## config.mk

```make
export PLATFORM = sky130hd
export DESIGN_NAME = omni_wheel_mixer_with_watchdog_core_flat
export DESIGN_NICKNAME = d
export VERILOG_FILES = /design/src/owm_pkg.sv /design/src/owm_cmd_if.sv /design/src/owm_drv_if.sv /design/src/owm_front.sv /design/src/owm_queue.sv /design/src/owm_back.sv /design/src/omni_wheel_mixer_with_watchdog_core.sv /design/src/flat_wrapper.sv
export VERILOG_INCLUDE_DIRS = /design/src /design/src/src
export SDC_FILE = /design/constraint.sdc
export NUM_CORES = 2
export LEC_CHECK = 0
export BUFFER_PORTS_ARGS = -buffer_cell sky130_fd_sc_hd__buf_4
export CAP_MARGIN = 10
export CORE_MARGIN = 2
export CORE_UTILIZATION = 58
export DETAILED_ROUTE_END_ITERATION = 7
export GPL_TIMING_DRIVEN = 0
export PLACE_DENSITY = 0.74
export SYNTH_ARGS = -nofsm -noshare
export SYNTH_HDL_FRONTEND = slang
export SYNTH_SLANG_ARGS = --single-unit
export TNS_END_PERCENT = 10
```

## constraint.sdc

```tcl
create_clock -name clk -period 15.7 [get_ports clk]
set_input_delay 4.71 -clock clk [delete_from_list [all_inputs] [get_ports clk]]
set_output_delay 4.71 -clock clk [all_outputs]
set_load 0.01 [all_outputs]
```

## src/omni_wheel_mixer_with_watchdog_core_assert.svh

```systemverilog
// Assertion macros shared by the omni wheel mixer RTL.
`ifndef OMNI_WHEEL_MIXER_WITH_WATCHDOG_CORE_ASSERT_SVH
`define OMNI_WHEEL_MIXER_WITH_WATCHDOG_CORE_ASSERT_SVH

// Same-cycle implication, clocked on clk and disabled while rst_n is low.
`define OWM_ASSERT_NOW(label, ante, cons) \
    label: assert property (@(posedge clk) disable iff (!rst_n) (ante) |-> (cons)) \
        else $error("omni wheel mixer check failed");

// Next-cycle implication, clocked on clk and disabled while rst_n is low.
`define OWM_ASSERT_NEXT(label, ante, cons) \
    label: assert property (@(posedge clk) disable iff (!rst_n) (ante) |=> (cons)) \
        else $error("omni wheel mixer check failed");

`endif

```

## src/owm_pkg.sv

```systemverilog
// Types and constants shared by the omni wheel mixer modules.
`default_nettype none
package owm_pkg;

    localparam int SPEED_W  = 16;
    localparam int ANGLE_W  = 8;
    localparam int PWM_W    = 8;
    localparam int TICK_W   = 16;
    localparam int DB_W     = 12;
    localparam int REQ_W    = 3;

    localparam int CFG_IDX_W  = 1;
    localparam int CFG_DATA_W = 16;
    localparam logic [CFG_IDX_W-1:0] CFG_DEADBAND = 1'd0;
    localparam logic [CFG_IDX_W-1:0] CFG_WATCHDOG = 1'd1;

    localparam logic [REQ_W-1:0] REQ_TICK   = 3'd0;
    localparam logic [REQ_W-1:0] REQ_FWD    = 3'd1;
    localparam logic [REQ_W-1:0] REQ_STRAFE = 3'd2;
    localparam logic [REQ_W-1:0] REQ_TURN   = 3'd3;
    localparam logic [REQ_W-1:0] REQ_PETAL  = 3'd4;

    localparam logic [DB_W-1:0]   DEADBAND_INIT = 12'd41;
    localparam logic [TICK_W-1:0] WATCHDOG_INIT = 16'd7000;
    localparam logic [TICK_W-1:0] TICK_MAX      = 16'hFFFF;

    localparam logic [ANGLE_W-1:0] ANGLE_CLOSED = 8'd94;
    localparam logic [ANGLE_W-1:0] ANGLE_OPEN   = 8'd131;
    localparam logic [ANGLE_W-1:0] ANGLE_INIT   = 8'd103;
    localparam int ANGLE_SPAN = 37;

    // Wheel coefficients in Q.16.
    localparam int COEF_W     = 25;
    localparam int COEF_SHIFT = 16;
    localparam logic signed [COEF_W-1:0] COEF_STRAFE = 25'sd4681143;
    localparam logic signed [COEF_W-1:0] COEF_FWD    = 25'sd8107977;
    localparam logic signed [COEF_W-1:0] COEF_TURN   = -25'sd9362286;
    localparam logic signed [COEF_W-1:0] COEF_BACK   = -25'sd9362286;

    localparam int PROD_W = SPEED_W + COEF_W;
    localparam int SUM_W  = PROD_W + 2;

    localparam int QUEUE_DEPTH = 4;
    localparam int QPTR_W      = 2;
    localparam int QCNT_W      = 3;

    typedef struct packed {
        logic signed [SPEED_W-1:0] fwd;
        logic signed [SPEED_W-1:0] strafe;
        logic signed [SPEED_W-1:0] turn;
        logic [ANGLE_W-1:0]        angle;
        logic                      timed_out;
    } owm_job_t;

    typedef struct packed {
        logic [PWM_W-1:0] fwd;
        logic [PWM_W-1:0] rev;
    } owm_wheel_t;

endpackage
`default_nettype wire

```

## src/owm_cmd_if.sv

```systemverilog
// Setpoint channel: valid/ready handshake with request type and setpoint.
`default_nettype none
interface owm_cmd_if;
    logic               valid;
    logic               ready;
    logic [2:0]         req_type;
    logic signed [15:0] setpoint;

    modport source (output valid, output req_type, output setpoint, input ready);
    modport sink (input valid, input req_type, input setpoint, output ready);
endinterface
`default_nettype wire

```

## src/owm_drv_if.sv

```systemverilog
// Drive result channel: valid/ready handshake with wheel PWM and servo angle.
`default_nettype none
interface owm_drv_if;
    logic       valid;
    logic       ready;
    logic [7:0] right_fwd_pwm;
    logic [7:0] right_rev_pwm;
    logic [7:0] back_fwd_pwm;
    logic [7:0] back_rev_pwm;
    logic [7:0] left_fwd_pwm;
    logic [7:0] left_rev_pwm;
    logic [7:0] servo_angle;
    logic       timed_out;

    modport source (
        output valid, output right_fwd_pwm, output right_rev_pwm,
        output back_fwd_pwm, output back_rev_pwm, output left_fwd_pwm,
        output left_rev_pwm, output servo_angle, output timed_out, input ready
    );
    modport sink (
        input valid, input right_fwd_pwm, input right_rev_pwm,
        input back_fwd_pwm, input back_rev_pwm, input left_fwd_pwm,
        input left_rev_pwm, input servo_angle, input timed_out, output ready
    );
endinterface
`default_nettype wire

```

## src/owm_front.sv

```systemverilog
// Front end: accepts setpoint beats, keeps speeds, servo angle and watchdog state.
`default_nettype none
`include "omni_wheel_mixer_with_watchdog_core_assert.svh"
module owm_front
    import owm_pkg::*;
#(
    parameter int FRAC_BITS = 12
) (
    input  wire logic                  clk,
    input  wire logic                  rst_n,
    input  wire logic                  cfg_we,
    input  wire logic [CFG_IDX_W-1:0]  cfg_index,
    input  wire logic [CFG_DATA_W-1:0] cfg_data,
    owm_cmd_if.sink                    cmd,
    input  wire logic                  q_full,
    output logic                       push,
    output owm_job_t                   push_job
);

    localparam int AW = FRAC_BITS + 18;
    localparam logic signed [AW-1:0] ONE_Q = AW'(1) << FRAC_BITS;
    localparam logic signed [AW-1:0] NEG_ONE_Q = -ONE_Q;

    logic [DB_W-1:0]           deadband_reg, deadband_next;
    logic [TICK_W-1:0]         wd_limit_reg, wd_limit_next;
    logic signed [SPEED_W-1:0] fwd_reg, fwd_next;
    logic signed [SPEED_W-1:0] strafe_reg, strafe_next;
    logic signed [SPEED_W-1:0] turn_reg, turn_next;
    logic [ANGLE_W-1:0]        servo_angle_reg, servo_angle_next;
    logic [TICK_W-1:0]         idle_ticks_reg, idle_ticks_next;

    logic                      accept;
    logic                      is_tick;
    logic                      is_cmd;
    logic [TICK_W-1:0]         ticks_inc;
    logic                      wd_fire;
    logic signed [AW-1:0]      p_ext;
    logic signed [AW-1:0]      p_clamp;
    logic [AW-1:0]             p_off;
    logic [AW+5:0]             p_scaled;
    logic [ANGLE_W-1:0]        petal_angle;

    function automatic logic signed [SPEED_W-1:0] deadband_cut(
        input logic signed [SPEED_W-1:0] v,
        input logic [DB_W-1:0]           db
    );
        logic [SPEED_W:0] mag;
        mag = v[SPEED_W-1] ? -{v[SPEED_W-1], v} : {1'b0, v};
        return (mag < (SPEED_W+1)'(db)) ? '0 : v;
    endfunction

    assign cmd.ready = !q_full;
    assign accept    = cmd.valid && cmd.ready;
    assign is_tick   = (cmd.req_type == REQ_TICK);
    assign is_cmd    = (cmd.req_type inside {[REQ_FWD:REQ_PETAL]});

    assign ticks_inc = (idle_ticks_reg == TICK_MAX) ? idle_ticks_reg : idle_ticks_reg + 1'b1;
    assign wd_fire   = (ticks_inc > wd_limit_reg);

    // Petal setpoint is clamped to [-1, 1] and scaled onto the 37 degree span.
    always_comb
    begin
        p_ext = {{(AW-SPEED_W){cmd.setpoint[SPEED_W-1]}}, cmd.setpoint};
        if (p_ext > ONE_Q)
            p_clamp = ONE_Q;
        else if (p_ext < NEG_ONE_Q)
            p_clamp = NEG_ONE_Q;
        else
            p_clamp = p_ext;
        p_off       = p_clamp + ONE_Q;
        p_scaled    = (AW+6)'(p_off) * (AW+6)'(ANGLE_SPAN);
        petal_angle = ANGLE_CLOSED + ANGLE_W'(p_scaled >> (FRAC_BITS + 1));
    end

    always_comb
    begin
        deadband_next    = deadband_reg;
        wd_limit_next    = wd_limit_reg;
        fwd_next         = fwd_reg;
        strafe_next      = strafe_reg;
        turn_next        = turn_reg;
        servo_angle_next = servo_angle_reg;
        idle_ticks_next  = idle_ticks_reg;
        push             = 1'b0;
        push_job         = '0;

        if (cfg_we)
        begin
            case (cfg_index)
                CFG_DEADBAND: deadband_next = cfg_data[DB_W-1:0];
                CFG_WATCHDOG: wd_limit_next = cfg_data[TICK_W-1:0];
                default: ;
            endcase
        end

        if (accept)
        begin
            case (cmd.req_type)
                REQ_TICK:
                begin
                    if (wd_fire)
                    begin
                        fwd_next           = '0;
                        strafe_next        = '0;
                        turn_next          = '0;
                        idle_ticks_next    = '0;
                        push               = 1'b1;
                        push_job.angle     = servo_angle_reg;
                        push_job.timed_out = 1'b1;
                    end
                    else
                    begin
                        idle_ticks_next = ticks_inc;
                    end
                end
                REQ_FWD, REQ_STRAFE, REQ_TURN, REQ_PETAL:
                begin
                    if (cmd.req_type == REQ_FWD)
                        fwd_next = cmd.setpoint;
                    if (cmd.req_type == REQ_STRAFE)
                        strafe_next = cmd.setpoint;
                    if (cmd.req_type == REQ_TURN)
                        turn_next = cmd.setpoint;
                    if (cmd.req_type == REQ_PETAL)
                        servo_angle_next = petal_angle;
                    // The deadband is applied to all three speeds on every command.
                    fwd_next           = deadband_cut(fwd_next, deadband_reg);
                    strafe_next        = deadband_cut(strafe_next, deadband_reg);
                    turn_next          = deadband_cut(turn_next, deadband_reg);
                    idle_ticks_next    = '0;
                    push               = 1'b1;
                    push_job.fwd       = fwd_next;
                    push_job.strafe    = strafe_next;
                    push_job.turn      = turn_next;
                    push_job.angle     = servo_angle_next;
                    push_job.timed_out = 1'b0;
                end
                default: ;
            endcase
        end
    end

    always_ff @(posedge clk or negedge rst_n)
    begin
        if (!rst_n)
        begin
            deadband_reg    <= DEADBAND_INIT;
            wd_limit_reg    <= WATCHDOG_INIT;
            fwd_reg         <= '0;
            strafe_reg      <= '0;
            turn_reg        <= '0;
            servo_angle_reg <= ANGLE_INIT;
            idle_ticks_reg  <= '0;
        end
        else
        begin
            deadband_reg    <= deadband_next;
            wd_limit_reg    <= wd_limit_next;
            fwd_reg         <= fwd_next;
            strafe_reg      <= strafe_next;
            turn_reg        <= turn_next;
            servo_angle_reg <= servo_angle_next;
            idle_ticks_reg  <= idle_ticks_next;
        end
    end

    `OWM_ASSERT_NEXT(a_cmd_clears_idle, accept && is_cmd, idle_ticks_reg == '0)
    `OWM_ASSERT_NOW(a_angle_range, 1'b1, servo_angle_reg >= ANGLE_CLOSED && servo_angle_reg <= ANGLE_OPEN)
    `OWM_ASSERT_NOW(a_push_has_room, push, !q_full)
    `OWM_ASSERT_NOW(a_wd_fire_pushes, accept && is_tick && wd_fire, push && push_job.timed_out)

endmodule
`default_nettype wire

```

## src/owm_queue.sv

```systemverilog
// Short job queue between the front end and the mixing back end.
`default_nettype none
`include "omni_wheel_mixer_with_watchdog_core_assert.svh"
module owm_queue
    import owm_pkg::*;
(
    input  wire logic     clk,
    input  wire logic     rst_n,
    input  wire logic     push,
    input  wire owm_job_t push_job,
    output logic          full,
    input  wire logic     pop,
    output logic          nonempty,
    output owm_job_t      pop_job
);

    owm_job_t            slot_reg [QUEUE_DEPTH];
    logic [QPTR_W-1:0]   wr_ptr_reg, wr_ptr_next;
    logic [QPTR_W-1:0]   rd_ptr_reg, rd_ptr_next;
    logic [QCNT_W-1:0]   count_reg, count_next;
    logic                do_push;
    logic                do_pop;

    assign full     = (count_reg == QCNT_W'(QUEUE_DEPTH));
    assign nonempty = (count_reg != '0);
    assign pop_job  = slot_reg[rd_ptr_reg];
    assign do_push  = push && !full;
    assign do_pop   = pop && nonempty;

    always_comb
    begin
        wr_ptr_next = do_push ? wr_ptr_reg + 1'b1 : wr_ptr_reg;
        rd_ptr_next = do_pop ? rd_ptr_reg + 1'b1 : rd_ptr_reg;
        count_next  = count_reg + QCNT_W'(do_push) - QCNT_W'(do_pop);
    end

    always_ff @(posedge clk)
    begin
        if (do_push)
            slot_reg[wr_ptr_reg] <= push_job;
    end

    always_ff @(posedge clk or negedge rst_n)
    begin
        if (!rst_n)
        begin
            wr_ptr_reg <= '0;
            rd_ptr_reg <= '0;
            count_reg  <= '0;
        end
        else
        begin
            wr_ptr_reg <= wr_ptr_next;
            rd_ptr_reg <= rd_ptr_next;
            count_reg  <= count_next;
        end
    end

    `OWM_ASSERT_NOW(a_count_bound, 1'b1, count_reg <= QCNT_W'(QUEUE_DEPTH))
    `OWM_ASSERT_NEXT(a_push_only_grows, push && !full && !pop, count_reg == $past(count_reg) + 1'b1)
    `OWM_ASSERT_NOW(a_ptr_gap, 1'b1, QPTR_W'(wr_ptr_reg - rd_ptr_reg) == QPTR_W'(count_reg))

endmodule
`default_nettype wire

```

## src/owm_back.sv

```systemverilog
// Back end: three-stage wheel mixing, saturation and sign split with an output register.
`default_nettype none
module owm_back
    import owm_pkg::*;
#(
    parameter int FRAC_BITS = 12,
    parameter int PWM_LIMIT = 255
) (
    input  wire logic     clk,
    input  wire logic     rst_n,
    input  wire logic     job_valid,
    input  wire owm_job_t job,
    output logic          pop,
    owm_drv_if.source     drv
);

    localparam int SHIFT = FRAC_BITS + COEF_SHIFT;
    localparam logic [SUM_W-1:0] LIMIT_EXT = SUM_W'(PWM_LIMIT);

    typedef struct packed {
        logic signed [PROD_W-1:0] s;
        logic signed [PROD_W-1:0] b;
        logic signed [PROD_W-1:0] f;
        logic signed [PROD_W-1:0] t;
        logic [ANGLE_W-1:0]       angle;
        logic                     timed_out;
    } prod_t;

    typedef struct packed {
        logic signed [SUM_W-1:0] right;
        logic signed [SUM_W-1:0] back;
        logic signed [SUM_W-1:0] left;
        logic [ANGLE_W-1:0]      angle;
        logic                    timed_out;
    } sum_t;

    typedef struct packed {
        owm_wheel_t         right;
        owm_wheel_t         back;
        owm_wheel_t         left;
        logic [ANGLE_W-1:0] angle;
        logic               timed_out;
    } result_t;

    logic    v1_reg, v1_next;
    logic    v2_reg, v2_next;
    logic    v3_reg, v3_next;
    prod_t   prod_reg, prod_next;
    sum_t    sum_reg, sum_next;
    result_t res_reg, res_next;
    logic    adv1;
    logic    adv2;
    logic    adv3;

    function automatic owm_wheel_t wheel_split(input logic signed [SUM_W-1:0] sum);
        logic             neg;
        logic [SUM_W-1:0] mag;
        logic [SUM_W-1:0] lvl;
        owm_wheel_t       w;
        neg = sum[SUM_W-1];
        mag = neg ? -sum : sum;
        lvl = mag >> SHIFT;
        if (lvl > LIMIT_EXT)
            lvl = LIMIT_EXT;
        w.fwd = neg ? '0 : lvl[PWM_W-1:0];
        w.rev = neg ? lvl[PWM_W-1:0] : '0;
        return w;
    endfunction

    // A stage moves on when it is empty or the stage after it moves on.
    assign adv3 = !v3_reg || drv.ready;
    assign adv2 = !v2_reg || adv3;
    assign adv1 = !v1_reg || adv2;
    assign pop  = job_valid && adv1;

    always_comb
    begin
        v1_next   = adv1 ? job_valid : v1_reg;
        v2_next   = adv2 ? v1_reg : v2_reg;
        v3_next   = adv3 ? v2_reg : v3_reg;
        prod_next = prod_reg;
        sum_next  = sum_reg;
        res_next  = res_reg;

        if (pop)
        begin
            prod_next.s         = PROD_W'(COEF_STRAFE) * PROD_W'(job.strafe);
            prod_next.b         = PROD_W'(COEF_BACK) * PROD_W'(job.strafe);
            prod_next.f         = PROD_W'(COEF_FWD) * PROD_W'(job.fwd);
            prod_next.t         = PROD_W'(COEF_TURN) * PROD_W'(job.turn);
            prod_next.angle     = job.angle;
            prod_next.timed_out = job.timed_out;
        end

        if (adv2 && v1_reg)
        begin
            sum_next.right     = SUM_W'(prod_reg.s) + SUM_W'(prod_reg.f) + SUM_W'(prod_reg.t);
            sum_next.back      = SUM_W'(prod_reg.b) + SUM_W'(prod_reg.t);
            sum_next.left      = SUM_W'(prod_reg.s) - SUM_W'(prod_reg.f) + SUM_W'(prod_reg.t);
            sum_next.angle     = prod_reg.angle;
            sum_next.timed_out = prod_reg.timed_out;
        end

        if (adv3 && v2_reg)
        begin
            res_next.right     = wheel_split(sum_reg.right);
            res_next.back      = wheel_split(sum_reg.back);
            res_next.left      = wheel_split(sum_reg.left);
            res_next.angle     = sum_reg.angle;
            res_next.timed_out = sum_reg.timed_out;
        end
    end

    always_ff @(posedge clk)
    begin
        prod_reg <= prod_next;
        sum_reg  <= sum_next;
        res_reg  <= res_next;
    end

    always_ff @(posedge clk or negedge rst_n)
    begin
        if (!rst_n)
        begin
            v1_reg <= 1'b0;
            v2_reg <= 1'b0;
            v3_reg <= 1'b0;
        end
        else
        begin
            v1_reg <= v1_next;
            v2_reg <= v2_next;
            v3_reg <= v3_next;
        end
    end

    assign drv.valid         = v3_reg;
    assign drv.right_fwd_pwm = res_reg.right.fwd;
    assign drv.right_rev_pwm = res_reg.right.rev;
    assign drv.back_fwd_pwm  = res_reg.back.fwd;
    assign drv.back_rev_pwm  = res_reg.back.rev;
    assign drv.left_fwd_pwm  = res_reg.left.fwd;
    assign drv.left_rev_pwm  = res_reg.left.rev;
    assign drv.servo_angle   = res_reg.angle;
    assign drv.timed_out     = res_reg.timed_out;

endmodule
`default_nettype wire

```

## src/omni_wheel_mixer_with_watchdog_core.sv

```systemverilog
// Top level of the three-wheel omni mixer with petal servo and command watchdog.
// A command beat, or a tick that trips the watchdog, yields one result beat through the queue.
// One beat per cycle is accepted while the 4-entry job queue has room; mixing takes 3 stages.
// Ticks that do not trip the watchdog update state only and produce no result beat.
// Reset: deadband 41, watchdog limit 7000, speeds and idle count zero, servo at 103 degrees.
`default_nettype none
module omni_wheel_mixer_with_watchdog_core
    import owm_pkg::*;
#(
    parameter int FRAC_BITS = 12,
    parameter int PWM_LIMIT = 255
) (
    input  wire logic                  clk,
    input  wire logic                  rst_n,
    input  wire logic                  cfg_we,
    input  wire logic [CFG_IDX_W-1:0]  cfg_index,
    input  wire logic [CFG_DATA_W-1:0] cfg_data,
    owm_cmd_if.sink                    cmd,
    owm_drv_if.source                  drv
);

    logic     q_full;
    logic     push;
    owm_job_t push_job;
    logic     pop;
    logic     q_nonempty;
    owm_job_t q_job;

    owm_front #(
        .FRAC_BITS (FRAC_BITS)
    ) u_front (
        .clk       (clk),
        .rst_n     (rst_n),
        .cfg_we    (cfg_we),
        .cfg_index (cfg_index),
        .cfg_data  (cfg_data),
        .cmd       (cmd),
        .q_full    (q_full),
        .push      (push),
        .push_job  (push_job)
    );

    owm_queue u_queue (
        .clk      (clk),
        .rst_n    (rst_n),
        .push     (push),
        .push_job (push_job),
        .full     (q_full),
        .pop      (pop),
        .nonempty (q_nonempty),
        .pop_job  (q_job)
    );

    owm_back #(
        .FRAC_BITS (FRAC_BITS),
        .PWM_LIMIT (PWM_LIMIT)
    ) u_back (
        .clk       (clk),
        .rst_n     (rst_n),
        .job_valid (q_nonempty),
        .job       (q_job),
        .pop       (pop),
        .drv       (drv)
    );

endmodule
`default_nettype wire

```

## src/flat_wrapper.sv

```systemverilog
// flat-port wrapper written by rule: the top's interface ports become plain ports
module omni_wheel_mixer_with_watchdog_core_flat import owm_pkg::*;
#(
    parameter int FRAC_BITS = 12,
    parameter int PWM_LIMIT = 255
)
  (clk, rst_n, cfg_we, cfg_index, cfg_data, cmd_valid, cmd_req_type, cmd_setpoint, cmd_ready, drv_valid, drv_right_fwd_pwm, drv_right_rev_pwm, drv_back_fwd_pwm, drv_back_rev_pwm, drv_left_fwd_pwm, drv_left_rev_pwm, drv_servo_angle, drv_timed_out, drv_ready);
  owm_cmd_if cmd_i ();
  owm_drv_if drv_i ();
  input  wire logic clk;
  input  wire logic rst_n;
  input  wire logic cfg_we;
  input  wire logic [CFG_IDX_W-1:0] cfg_index;
  input  wire logic [CFG_DATA_W-1:0] cfg_data;
  input wire logic [$bits(cmd_i.valid)-1:0] cmd_valid;
  input wire logic [$bits(cmd_i.req_type)-1:0] cmd_req_type;
  input wire logic [$bits(cmd_i.setpoint)-1:0] cmd_setpoint;
  output wire logic [$bits(cmd_i.ready)-1:0] cmd_ready;
  output wire logic [$bits(drv_i.valid)-1:0] drv_valid;
  output wire logic [$bits(drv_i.right_fwd_pwm)-1:0] drv_right_fwd_pwm;
  output wire logic [$bits(drv_i.right_rev_pwm)-1:0] drv_right_rev_pwm;
  output wire logic [$bits(drv_i.back_fwd_pwm)-1:0] drv_back_fwd_pwm;
  output wire logic [$bits(drv_i.back_rev_pwm)-1:0] drv_back_rev_pwm;
  output wire logic [$bits(drv_i.left_fwd_pwm)-1:0] drv_left_fwd_pwm;
  output wire logic [$bits(drv_i.left_rev_pwm)-1:0] drv_left_rev_pwm;
  output wire logic [$bits(drv_i.servo_angle)-1:0] drv_servo_angle;
  output wire logic [$bits(drv_i.timed_out)-1:0] drv_timed_out;
  input wire logic [$bits(drv_i.ready)-1:0] drv_ready;
  assign cmd_i.valid = cmd_valid;
  assign cmd_i.req_type = cmd_req_type;
  assign cmd_i.setpoint = cmd_setpoint;
  assign cmd_ready = cmd_i.ready;
  assign drv_valid = drv_i.valid;
  assign drv_right_fwd_pwm = drv_i.right_fwd_pwm;
  assign drv_right_rev_pwm = drv_i.right_rev_pwm;
  assign drv_back_fwd_pwm = drv_i.back_fwd_pwm;
  assign drv_back_rev_pwm = drv_i.back_rev_pwm;
  assign drv_left_fwd_pwm = drv_i.left_fwd_pwm;
  assign drv_left_rev_pwm = drv_i.left_rev_pwm;
  assign drv_servo_angle = drv_i.servo_angle;
  assign drv_timed_out = drv_i.timed_out;
  assign drv_i.ready = drv_ready;
  omni_wheel_mixer_with_watchdog_core #(.FRAC_BITS(FRAC_BITS), .PWM_LIMIT(PWM_LIMIT)) u_core (.clk(clk), .rst_n(rst_n), .cfg_we(cfg_we), .cfg_index(cfg_index), .cfg_data(cfg_data), .cmd(cmd_i), .drv(drv_i));
endmodule
```

==> run metrics <==
Setup CP Type in2reg; DR WL/cell 19.64 um; Post-CTS Hold Buffers 0; area leader, netlist edfxtp_1; Setup WS pre-CTS between 4 and 5 ns; Area growth syn-to-layout 9.017%; skew final ~0.075 ns; final period utilization approximately 68%; initial antenna violation count 3; Clock Pin Slew Worst Setup and Hold Paths roughly 0.060 ns; total number of vias ~41000; GP Congestion approximately 0.94; max-cap violations 0; vias per inst around 5.6; CTS buffer count 78; top post-synthesis cells by area edfxtp_1 28%, fa_1 21%, ha_1 14%, inv_1 7.3%, dfrtp_1 3.8%; Final #Nets ~7200; relative slew slack between 10% and 20%; most frequent CP cell ha_1; clock sinks around 700; Critical Path Max Stage Delay around 0.58 ns; total number of H-tree levels 3; Commonest cells post-synth 1210 x inv_1, 722 x ha_1, 657 x fa_1; CTS tree built; gr usage total between 20% and 30%; Critical Path Source Type primary input; gr ovfl total 0; measured slew at the worst slew-check pin approximately 1.3 ns; syn_area_per_cell roughly 11 um^2; Cells after Synth between 5000 and 6000; initial DRC count ~3100; warning count from the yosys run 0; RSZ-0062 raised after global routing false; final core utilization 63.67%; Final setup viols 0; synthesis-stage register bit count ~700; Initial Utilization a little under 60%; FMAX approximately 94 MHz; Final HPWL DP around 120 mm; Cell Area, Synth 62430 um^2; vias in the first global route approximately 42000; Synth top area share 28.19%; I/O pins 100; Syn Nets roughly 7000; Crit. End Element register; drt pass-1 iters 6; CORE AREA between 100000 and 150000 um^2; WL final about 140 mm; Post-synth EDFFs just under 600; hold path cells 0; Antenna Cells 0; setup bufs post-CTS 0; pin count of the biggest net entering global routing a little over 90; buffers added on ports 96; top_reg_cell synth edfxtp_1; TNS Setup 0 ns; die width 332.1 um; status completed; fin. max-slew vios 0; CTS root buffer clkbuf_16; clk_lat worst skew 0.72 ns; sequential area share after synthesis about a third; asr flop ratio synth between 15 and 20%; ANT nets after route 0; CTS Buffer Depth 3; Hold Crit Class reg2reg; CP Data Required Time about 16 ns; critical path fanouts, max 10; DIE AREA between 100000 and 150000 um^2; Site Rows 120; Distinct cells, synth 95; critical path arrival around 11 ns; share of post-route cells with drive strength above 1 around 6.7%; residual DRC count 0; Largest register FFs ~230; Setup WS post-layout 5.068 ns; Slowest-stage cell, CP or4_1; fin crit period 10.63 ns; cts repair resizes 0; die height about 330 um; R2R depth 22; most common cell in the synthesized netlist inv_1; first-pass GRT wire length roughly 230 mm; Final Hold Fails 0; crit path cell chain buf_4 -> or4_1 -> o41ai_1 -> a21oi_1 -> nor2_1 -> clkbuf_1 -> and2_1 -> ha_1 -> ha_1 -> fa_1 -> ha_1 -> nand4_1 -> or3_1 -> or4_1 -> nand2_1 -> a21oi_1 -> xor2_1 -> ha_1 -> o31ai_2 -> a21oi_1 -> nor4b_1 -> nor3_1 -> xnor2_1 -> o21ai_1
==> worst paths after layout <==
check / start / endpoint / slack, ns
max: cmd_setpoint[3] / u_core.u_queue.slot_reg[0][8] / 5.07
min: u_core.u_back.prod_reg[7] / u_core.u_back.sum_reg[7] / 0.42
max reg2reg: u_core.u_queue.rd_ptr_reg[0] / u_core.u_back.prod_reg[171] / 6.07
min reg2reg: u_core.u_back.prod_reg[7] / u_core.u_back.sum_reg[7] / 0.42
max in group asynchronous: rst_n / u_core.u_front.servo_angle_reg[0] / 11.06
min in group asynchronous: rst_n / u_core.u_front.idle_ticks_reg[7] / 3.85
==> routing by layer <==
metal	global-route usage, %	part of all wire (%)	up-vias
met4	8.511	3.5	0
met1	36.14	43	20320
li1	-	-	19160
met2	44.17	48	1068
met3	3.748	5.5	234
met5	0	0	-
==> cell usage in the layout, fill, tap and decap left out, types with 58 or more instances in the layout <==
cell type,count
o21a_1,83
nand2_1,219
ha_1,722
o21ai_0,141
a21oi_1,249
nor2_1,292
dfrtp_1,95
nor3_1,59
fa_1,657
xnor2_1,241
buf_4,100
a21o_1,107
clkbuf_16,78
xor2_1,87
mux4_2,58
nand3_1,62
edfxtp_1,586
inv_1,1210
==> worst max-delay path, delay by kind of cell <==
family,cells,cell delay [ns]
AOI/OAI and AO/OA,6,1.22
xor gates and xnor gates,2,0.38
and+or+nand+nor,9,2.62
adders and majority gates,5,1.63
buffers and inverters,2,0.47
==> area by class of cell <==
class / instances / area [um^2]
Inverter: 1210 / 4542
Buffer: 69 / 292.8
Clock buffer: 88 / 1989
Tap cell: 1403 / 1755
Timing Repair Buffer: 115 / 1145
Sequential cell: 696 / 20370
Multi-Input combinational cell: 3631 / 37270
Fill cell: 8221 / 38840
Clock inverter: 55 / 693.2
==> cells by family after synthesis <==
| group | share of synthesized area, % |
|---|---|
| AO/OA/AOI/OAI | 9.187 |
| multiplexers | 3.379 |
| flip-flops | 32.63 |
| buffers and inverters | 7.744 |
| adder cells (fa/ha/maj) | 35.54 |
| XOR/XNOR | 4.601 |
| AND/OR/NAND/NOR | 6.920 |
| other | 0.006007 |
==> through the flow <==
step | hold WS, ns | std cells | area (um^2)
floorplan | 0.4003 | 5606 | 62430
global placement | 0.4028 | 7105 | 64910
CTS | 0.4185 | 7267 | 68060
global route | 0.4204 | 7267 | 68060
detailed placement | 0.4045 | 7124 | 65380
finish | 0.4153 | 7267 | 68060
Power is not shown: default switching activity piles up to over one toggle a cycle in this logic, so the estimate is an artifact.
